==> src/hw/rtl/assert_macros.svh <==
// Assertion helpers shared by the RTL.
`ifndef ASSERT_MACROS_SVH
`define ASSERT_MACROS_SVH

// Check a property on every rising clk edge outside reset.
`define PLS_ASSERT(lbl, prop, msg) \
  lbl: assert property (@(posedge clk) disable iff (!rst_n) (prop)) else $error(msg);

// Check a property on every rising clk edge, reset included.
`define PLS_ASSERT_ALWAYS(lbl, prop, msg) \
  lbl: assert property (@(posedge clk) (prop)) else $error(msg);

`endif

==> src/hw/rtl/pls_pkg.sv <==
package pls_pkg;

  localparam int DEPTH = 16;
  localparam int AW    = $clog2(DEPTH);
  localparam int CW    = $clog2(DEPTH + 1);
  localparam int DW    = 32;
  localparam int POS_W = 8;

  localparam logic [2:0] MODE_INS_FRONT = 3'd0;
  localparam logic [2:0] MODE_INS_END   = 3'd1;
  localparam logic [2:0] MODE_INS_POS   = 3'd2;
  localparam logic [2:0] MODE_DEL_FRONT = 3'd3;
  localparam logic [2:0] MODE_DEL_END   = 3'd4;
  localparam logic [2:0] MODE_DEL_POS   = 3'd5;

  localparam logic [1:0] ST_OK     = 2'd0;
  localparam logic [1:0] ST_EMPTY  = 2'd1;
  localparam logic [1:0] ST_FULL   = 2'd2;
  localparam logic [1:0] ST_BADPOS = 2'd3;

  localparam logic [1:0] KIND_NONE = 2'd0;
  localparam logic [1:0] KIND_INS  = 2'd1;
  localparam logic [1:0] KIND_DEL  = 2'd2;

  // Write request into the element store.
  typedef struct packed {
    logic          we;
    logic [AW-1:0] addr;
    logic [DW-1:0] data;
  } ram_wr_t;

endpackage

==> src/hw/rtl/pls_ram.sv <==
module pls_ram
  import pls_pkg::*;
(
  input  logic          clk,
  input  pls_pkg::ram_wr_t wr,
  input  logic [AW-1:0] raddr,
  output logic [DW-1:0] rdata
);

  logic [DW-1:0] mem [DEPTH];
  logic [DW-1:0] rdata_r;

  // Read-first: a read of the entry being written returns the old word.
  always_ff @(posedge clk) begin
    if (wr.we) begin
      mem[wr.addr] <= wr.data;
    end
    rdata_r <= mem[raddr];
  end

  assign rdata = rdata_r;

endmodule

==> src/hw/rtl/positional_list_store_top.sv <==
// Ordered list of up to DEPTH signed 32-bit words. Pulse start while busy is
// low to apply one operation (insert or delete at front, end or position).
// The block then streams the whole resulting list on the out_ ports, one word
// per cycle with out_valid high, index 0 first and out_last on the final word;
// an empty list gives one word with out_list_empty set. The receiver cannot
// stall: each word is present for exactly one cycle. Busy stays high from the
// accepting edge until the last word has been shown, so an operation that
// leaves the list empty holds busy for one cycle. The last word sits on the
// ports in the final busy cycle, and the next start is taken at the edge that
// ends the cycle after it. The pace comes from the element store's single
// read port: the shift and the listing are fused into one pass that reads one
// entry and writes back one entry per cycle. No clearing pass follows reset.
module positional_list_store_top
  import pls_pkg::*;
(
  input  logic                    clk,
  input  logic                    rst_n,
  input  logic                    start,
  output logic                    busy,
  input  logic [2:0]              in_mode,
  input  logic [POS_W-1:0]        in_position,
  input  logic signed [DW-1:0]    in_value,
  output logic                    out_valid,
  output logic signed [DW-1:0]    out_element,
  output logic [3:0]              out_element_index,
  output logic                    out_last,
  output logic                    out_list_empty,
  output logic [1:0]              out_status,
  output logic [4:0]              out_entry_count
);

  localparam logic [1:0] S_IDLE  = 2'd0;
  localparam logic [1:0] S_RUN   = 2'd1;
  localparam logic [1:0] S_DRAIN = 2'd2;

  // Control state.
  logic [1:0]    state_r, state_nxt;
  logic [CW-1:0] count_r, count_nxt;
  logic [CW-1:0] rk_r, rk_nxt;
  logic          p_vld_r, p_vld_nxt;

  // Operation and pipeline payload.
  logic [CW-1:0] nnew_r, nnew_nxt;
  logic [AW-1:0] place_r, place_nxt;
  logic [1:0]    kind_r, kind_nxt;
  logic [1:0]    status_r, status_nxt;
  logic [DW-1:0] val_r, val_nxt;
  logic [CW-1:0] p_k_r, p_k_nxt;
  logic          p_usev_r, p_usev_nxt;
  logic          p_empty_r, p_empty_nxt;

  logic          accept;
  logic [1:0]    acc_status;
  logic [1:0]    acc_kind;
  logic [AW-1:0] acc_place;
  logic [CW-1:0] acc_nnew;
  logic [POS_W:0] pos_ext, cnt_ext;
  logic [POS_W-1:0] pos_m1;
  logic [CW-1:0] cnt_m1;
  logic          full, empty;

  logic [CW-1:0] place_ext;
  logic [CW-1:0] src;
  logic          src_usev;

  ram_wr_t       ram_wr;
  logic [AW-1:0] ram_raddr;
  logic [DW-1:0] ram_rdata;
  logic [DW-1:0] elem;
  logic [CW+3:0] k_wide;
  logic [CW+4:0] n_wide;

  assign accept = start && !busy;
  assign busy   = (state_r != S_IDLE);

  // Decode the operation against the current fill.
  assign full    = (count_r == CW'(DEPTH));
  assign empty   = (count_r == '0);
  assign pos_ext = {1'b0, in_position};
  assign cnt_ext = (POS_W + 1)'(count_r);
  assign pos_m1  = in_position - POS_W'(1);
  assign cnt_m1  = count_r - CW'(1);

  always_comb begin
    acc_status = ST_OK;
    acc_kind   = KIND_NONE;
    acc_place  = '0;
    case (in_mode)
      MODE_INS_FRONT: begin
        if (full) acc_status = ST_FULL;
        else acc_kind = KIND_INS;
      end
      MODE_INS_END: begin
        if (full) begin
          acc_status = ST_FULL;
        end else begin
          acc_kind  = KIND_INS;
          acc_place = count_r[AW-1:0];
        end
      end
      MODE_INS_POS: begin
        if (full) begin
          acc_status = ST_FULL;
        end else if (pos_ext == '0 || pos_ext > cnt_ext + (POS_W + 1)'(1)) begin
          acc_status = ST_BADPOS;
        end else begin
          acc_kind  = KIND_INS;
          acc_place = pos_m1[AW-1:0];
        end
      end
      MODE_DEL_FRONT: begin
        if (empty) acc_status = ST_EMPTY;
        else acc_kind = KIND_DEL;
      end
      MODE_DEL_END: begin
        if (empty) begin
          acc_status = ST_EMPTY;
        end else begin
          acc_kind  = KIND_DEL;
          acc_place = cnt_m1[AW-1:0];
        end
      end
      MODE_DEL_POS: begin
        if (empty) begin
          acc_status = ST_EMPTY;
        end else if (pos_ext == '0 || pos_ext > cnt_ext) begin
          acc_status = ST_BADPOS;
        end else begin
          acc_kind  = KIND_DEL;
          acc_place = pos_m1[AW-1:0];
        end
      end
      default: begin
        acc_status = ST_OK;
      end
    endcase
  end

  always_comb begin
    case (acc_kind)
      KIND_INS: acc_nnew = count_r + CW'(1);
      KIND_DEL: acc_nnew = cnt_m1;
      default:  acc_nnew = count_r;
    endcase
  end

  // Map output place k to the old entry that supplies it. Insert: entries
  // before the place stay, the place takes the new word, later ones come
  // from one below. Delete: entries at and after the place come from one
  // above. Each write follows its read in the next cycle, so every source is
  // read before its entry is overwritten (same-cycle hits read the old word).
  assign place_ext = CW'(place_r);

  always_comb begin
    src      = rk_r;
    src_usev = 1'b0;
    case (kind_r)
      KIND_INS: begin
        if (rk_r == place_ext) src_usev = 1'b1;
        else if (rk_r > place_ext) src = rk_r - CW'(1);
      end
      KIND_DEL: begin
        if (rk_r >= place_ext) src = rk_r + CW'(1);
      end
      default: begin
        src = rk_r;
      end
    endcase
  end

  assign ram_raddr = src[AW-1:0];

  // Sequencer: issue one read per cycle, emit it the cycle after.
  always_comb begin
    state_nxt   = state_r;
    count_nxt   = count_r;
    rk_nxt      = rk_r;
    p_vld_nxt   = 1'b0;
    nnew_nxt    = nnew_r;
    place_nxt   = place_r;
    kind_nxt    = kind_r;
    status_nxt  = status_r;
    val_nxt     = val_r;
    p_k_nxt     = p_k_r;
    p_usev_nxt  = 1'b0;
    p_empty_nxt = 1'b0;
    case (state_r)
      S_IDLE: begin
        if (accept) begin
          count_nxt  = acc_nnew;
          nnew_nxt   = acc_nnew;
          place_nxt  = acc_place;
          kind_nxt   = acc_kind;
          status_nxt = acc_status;
          val_nxt    = in_value;
          rk_nxt     = '0;
          if (acc_nnew == '0) begin
            // Nothing left: one empty-marker word next cycle.
            p_vld_nxt   = 1'b1;
            p_empty_nxt = 1'b1;
            p_k_nxt     = '0;
            state_nxt   = S_DRAIN;
          end else begin
            state_nxt = S_RUN;
          end
        end
      end
      S_RUN: begin
        p_vld_nxt  = 1'b1;
        p_k_nxt    = rk_r;
        p_usev_nxt = src_usev;
        rk_nxt     = rk_r + CW'(1);
        if (rk_r == nnew_r - CW'(1)) state_nxt = S_DRAIN;
      end
      S_DRAIN: begin
        // Last word is on the ports this cycle; drop back to idle.
        state_nxt = S_IDLE;
      end
      default: begin
        state_nxt = S_IDLE;
      end
    endcase
  end

  always_ff @(posedge clk) begin
    if (!rst_n) begin
      state_r <= S_IDLE;
      count_r <= '0;
      rk_r    <= '0;
      p_vld_r <= 1'b0;
    end else begin
      state_r <= state_nxt;
      count_r <= count_nxt;
      rk_r    <= rk_nxt;
      p_vld_r <= p_vld_nxt;
    end
  end

  always_ff @(posedge clk) begin
    nnew_r    <= nnew_nxt;
    place_r   <= place_nxt;
    kind_r    <= kind_nxt;
    status_r  <= status_nxt;
    val_r     <= val_nxt;
    p_k_r     <= p_k_nxt;
    p_usev_r  <= p_usev_nxt;
    p_empty_r <= p_empty_nxt;
  end

  // Emit stage: the listed word is also written back at its new place.
  assign elem = p_empty_r ? '0 : (p_usev_r ? val_r : ram_rdata);

  assign ram_wr.we   = p_vld_r && !p_empty_r;
  assign ram_wr.addr = p_k_r[AW-1:0];
  assign ram_wr.data = elem;

  pls_ram u_ram (
    .clk   (clk),
    .wr    (ram_wr),
    .raddr (ram_raddr),
    .rdata (ram_rdata)
  );

  assign k_wide = (CW + 4)'(p_k_r);
  assign n_wide = (CW + 5)'(nnew_r);

  assign out_valid         = p_vld_r;
  assign out_element       = elem;
  assign out_element_index = k_wide[3:0];
  assign out_last          = p_empty_r || (p_k_r == nnew_r - CW'(1));
  assign out_list_empty    = p_empty_r;
  assign out_status        = status_r;
  assign out_entry_count   = n_wide[4:0];

`include "assert_macros.svh"

  `PLS_ASSERT(a_accept_busy, start && !busy |=> busy, "accepted operation did not raise busy")
  `PLS_ASSERT(a_last_idle, out_valid && out_last |=> !busy, "block still busy after last word")
  `PLS_ASSERT(a_run_gapless, out_valid && !out_last |=> out_valid, "gap inside a listing run")
  `PLS_ASSERT(a_index_step, out_valid && !out_last |=> out_element_index == $past(out_element_index) + 4'd1, "listing index did not advance by one")
  `PLS_ASSERT_ALWAYS(a_idle_quiet, !rst_n |=> !busy && !out_valid, "busy or strobe right after reset")

endmodule
==> config.mk <==
export PLATFORM = sky130hd
export DESIGN_NAME = positional_list_store_top
export DESIGN_NICKNAME = d
export VERILOG_FILES = /design/src/hw/rtl/pls_pkg.sv /design/src/hw/rtl/pls_ram.sv /design/src/hw/rtl/positional_list_store_top.sv
export VERILOG_INCLUDE_DIRS = /design/src /design/src/hw/rtl
export SDC_FILE = /design/constraint.sdc
export NUM_CORES = 1
export LEC_CHECK = 0
export ABC_AREA = 1
export ABC_CLOCK_PERIOD_IN_PS = 4000
export BUFFER_PORTS_ARGS = -buffer_cell sky130_fd_sc_hd__buf_4
export CAP_MARGIN = 30
export CORE_ASPECT_RATIO = 0.7
export CORE_MARGIN = 5
export CORE_UTILIZATION = 55
export CTS_BUF_LIST = sky130_fd_sc_hd__clkbuf_2
export DETAILED_ROUTE_END_ITERATION = 6
export PLACE_DENSITY_LB_ADDON = 0.3
export SYNTH_ARGS = -nofsm -noshare
export SYNTH_HDL_FRONTEND = slang
export SYNTH_HIERARCHICAL = 1
export SYNTH_SLANG_ARGS = --single-unit
==> constraint.sdc <==
create_clock -name clk -period 4 [get_ports clk]
set_clock_uncertainty 0.1 [all_clocks]
set_input_delay 0.6 -clock clk [delete_from_list [all_inputs] [get_ports clk]]
set_output_delay 0.6 -clock clk [all_outputs]
set_load 0.05 [all_outputs]
==> metrics.yaml <==
clock_network:
  clkSlewWorstSetupHoldPaths_ns: 0.10
  ctsLongestPathBuffers: 3
  worst_skew_pair.late_latency_ns: 1.14
  cts_tree: "built"
  clock_tree.htree_level_count: 4
  tritoncts.num_buffers: 144
  clockRootBuffer: "sky130_fd_sc_hd__clkbuf_2"
  cts.sink_count: 609
layout:
  synthesis_to_finish_area_growth_pct: 13.5
  nets: 2997
  final_layout_size_suffix_gt1_share_pct: 15.3
placement:
  post-place-ws_ns: 0.278
  place.gp.congestion: 0.840
  port_buffers: 92
  detailed_place_hpwl_mm: 37.1
global_routing:
  gr-usage-all-layers_pct: 25.5
  antenna_found_initial: 1
  grt_pass1_vias: 18900
  grt_overflow_total: 0
  grt_max_degree: 129
  grt_pass1_wl_mm: 106
power_and_ir_drop:
  ir_drop_uv: 518
  power-per-cell-area_mw_per_mm2: 612
  static-leakage-power_nw: 13.5
sta:
  finalWorstSetupSlack_ns: 0.223
  setup_tns_ns: 0
  finalMaxSlewViolations: 0
  max_freq_mhz: 265
  setup_viol: 0
  timing.slew.headroom_pct: 39.0
  grt_setup_unrepaired: "no"
  finalWorstPathRequiredPeriod_ns: 3.78
  hold_viol: 0
  worst_pin_slew_ns: 0.913
  fin_crit_sh_pct: 94.4
synthesis:
  count_of_flip_flops_with_a_built_in_enable_after_synthesis: 562
  yosysUniqueCellTypes: 41
  synth.top_cell.area_share_pct: 62.2
  synth_area_leaders: "sky130_fd_sc_hd__edfxtp_1 (62%), sky130_fd_sc_hd__nand2_1 (11%), sky130_fd_sc_hd__nand3_1 (7.9%)"
  ys_warn_count: 6
  synthesized_area_sq_mm: 0.0271
  number_of_nets_in_the_synthesized_netlist: 2754
  post_synthesis_average_cell_area_sq_um: 10.1
  synth_cells: 2683
  synth.largest_area_cell: "sky130_fd_sc_hd__edfxtp_1"
  post_synth_most_frequent_cells: "sky130_fd_sc_hd__nand2_1 (784), sky130_fd_sc_hd__edfxtp_1 (562), sky130_fd_sc_hd__inv_1 (451)"
  ys_seq_area_share_pct: 65.6
  yosys.cell_count.top_type: "sky130_fd_sc_hd__nand2_1"
  ys_async_sr_fraction_pct: 0
  ys_dominant_reg_cell: "sky130_fd_sc_hd__edfxtp_1"
  synth.ff_latch_count: 609
floorplan:
  floorplan.initialDensity_pct: 55.3
  boundaryPins: 93
  dieArea_sq_mm: 0.0540
  die_w_microns: 276
  core.rowCount: 68
  die-height_microns: 196
  core-area_sq_mm: 0.0491
drt:
  drt-pass1-iter-count: 6
  routed_via_count: 19500
  via_per_inst: 5.25
  detail-route-antenna-nets: 0
  wl_mm: 69.0
  wl_per_cell_microns: 18.6
  drt_drc_violations_left: 0
  drtIter0Drc: 2477
critical_path:
  critical_path.cell_chain: "inv_1 > buf_4 > o21ai_0 > nor2_2 > buf_4 > buf_4"
  cpMaxStageDelayCell: "sky130_fd_sc_hd__dfxtp_1"
  crit_path_frequent_cell: "sky130_fd_sc_hd__buf_4"
  r2r_end: "state_r[1]"
  worstRegToRegCells: 23
  endpoint_required_time_on_the_critical_path_ns: 3.30
  crit_path_max_fanout: 16
  critical_path.endpoint_type: "output pin"
  reg2reg_from: "count_r[1]"
  max_stage_delay_ns: 0.40
  critical_path_arrival_ns: 3.08
  setup.reg_to_reg.worst_slack_ns: 0.31
  critical_path_class: "reg -> out"
  cp_top_family: "buffers and inverters"
  crit_buf_inv: 4
  critical_path.startpoint_type: "flop"
min_path:
  min_path_cells: 2
  hold_path_class: "in -> reg"
  worstHoldEndpoint: "val_r[30]"
  hold_path_startpoint: "in_value[30]"
outcome:
  run_status: "finished, final reports clean"
job:
  max-cap-violations: 0
==> what timing repair did <==
action	in CTS	in global routing
endpoints found under the setup margin	6	8
pin swaps	0	1
hold buffers	80	0
buffers inserted	0	1
resized for setup	10	8
endpoints found under the hold margin	54	0
==> flip-flops by register name, summed over array words and instances, names as in the netlist <==
signal and flops:
place_r 4, rk_r 5, p_usev_r 1, val_r 32, count_r 5, u_ram/mem 512, kind_r 2, out_entry_count 5
out_valid 1, out_status 2, u_ram/rdata 32, out_list_empty 1, p_k_r 5, state_r 2
==> logic make-up after synthesis <==
group | after synthesis | share of synthesized area, %
AO/OA/AOI/OAI | 70 | 1.45
XOR/XNOR | 12 | 0.387
adder cells (fa/ha/maj) | 25 | 1.15
buffers and inverters | 616 | 10.2
flip-flops | 609 | 65.6
AND/OR/NAND/NOR | 1351 | 21.1
==> stage by stage <==
stage               util (%)  total power [W]  instance area, sq um  std cells  hold slack (ns)
floorplan                  -           0.0131                 27100       2683            0.412
finish                  62.7           0.0188                 30800       3708            0.159
global route            62.7           0.0199                 30800       3708           0.0222
CTS                     62.6           0.0189                 30800       3706           0.0167
global placement        58.2           0.0146                 28600       3363            0.472
detailed placement      58.2           0.0147                 28600       3364            0.472
==> power breakdown <==
group | switching, W | internal [W] | leakage (nW)
combinational | 0.00445 | 0.00177 | 7.03
sequential | 0.000198 | 0.00834 | 5.49
clock | 0.00243 | 0.00164 | 1.03
==> final cells by class <==
type / instances / area [sq um]
fill: 3947 / 18300
inverter: 461 / 1740
sequential: 609 / 17800
clock inverter: 45 / 260
timing repair buffer: 252 / 2300
tap: 665 / 832
multi-input combinational: 1458 / 6750
clock buffer: 217 / 1090
antenna: 1 / 2.50
==> cell usage in the layout, fill, tap and decap left out, types with 6 or more instances in the layout <==
master / netlist / final
sky130_fd_sc_hd__xnor2_1: 7 / 6
sky130_fd_sc_hd__buf_4: 44 / 155
sky130_fd_sc_hd__clkbuf_2: 0 / 217
sky130_fd_sc_hd__nand4_1: 10 / 10
sky130_fd_sc_hd__dlygate4sd3_1: 0 / 80
sky130_fd_sc_hd__ha_1: 25 / 23
sky130_fd_sc_hd__clkinv_1: 0 / 31
sky130_fd_sc_hd__o21ai_0: 41 / 41
sky130_fd_sc_hd__edfxtp_1: 562 / 562
sky130_fd_sc_hd__nand3_1: 426 / 426
sky130_fd_sc_hd__nor3_1: 7 / 7
sky130_fd_sc_hd__nand2_1: 784 / 779
sky130_fd_sc_hd__dfxtp_1: 47 / 45
sky130_fd_sc_hd__a21oi_1: 16 / 16
sky130_fd_sc_hd__nor2_1: 104 / 82
sky130_fd_sc_hd__inv_2: 8 / 15
sky130_fd_sc_hd__nor2_4: 2 / 22
sky130_fd_sc_hd__buf_12: 1 / 17
sky130_fd_sc_hd__nand2_2: 3 / 6
sky130_fd_sc_hd__inv_1: 451 / 449
==> how the worst max path moves through the flow <==
stage / slack (ns) / cells after the start / end / from
global placement: 0.38 / 22 / p_k_r[4] / count_r[1]
detailed placement: 0.28 / 21 / p_k_r[1] / count_r[1]
CTS: 0.02 / 5 / out_element[10] / out_list_empty
global route: 0.008 / 23 / state_r[1] / count_r[1]
finish: 0.22 / 6 / out_element[10] / out_list_empty
floorplan: 0.74 / 20 / p_k_r[0] / count_r[0]
==> metal layers <==
layer	wire [microns]	vias to the layer above	GRT usage (%)	part of all wire (%)
met4	1690	0	8.19	2.5
met5	0	-	0	0
met3	6700	154	5.25	9.7
met2	31200	923	39.2	45
met1	29500	9154	36.9	43
li1	-	9240	-	-
(Power assumes the default switching activity.)
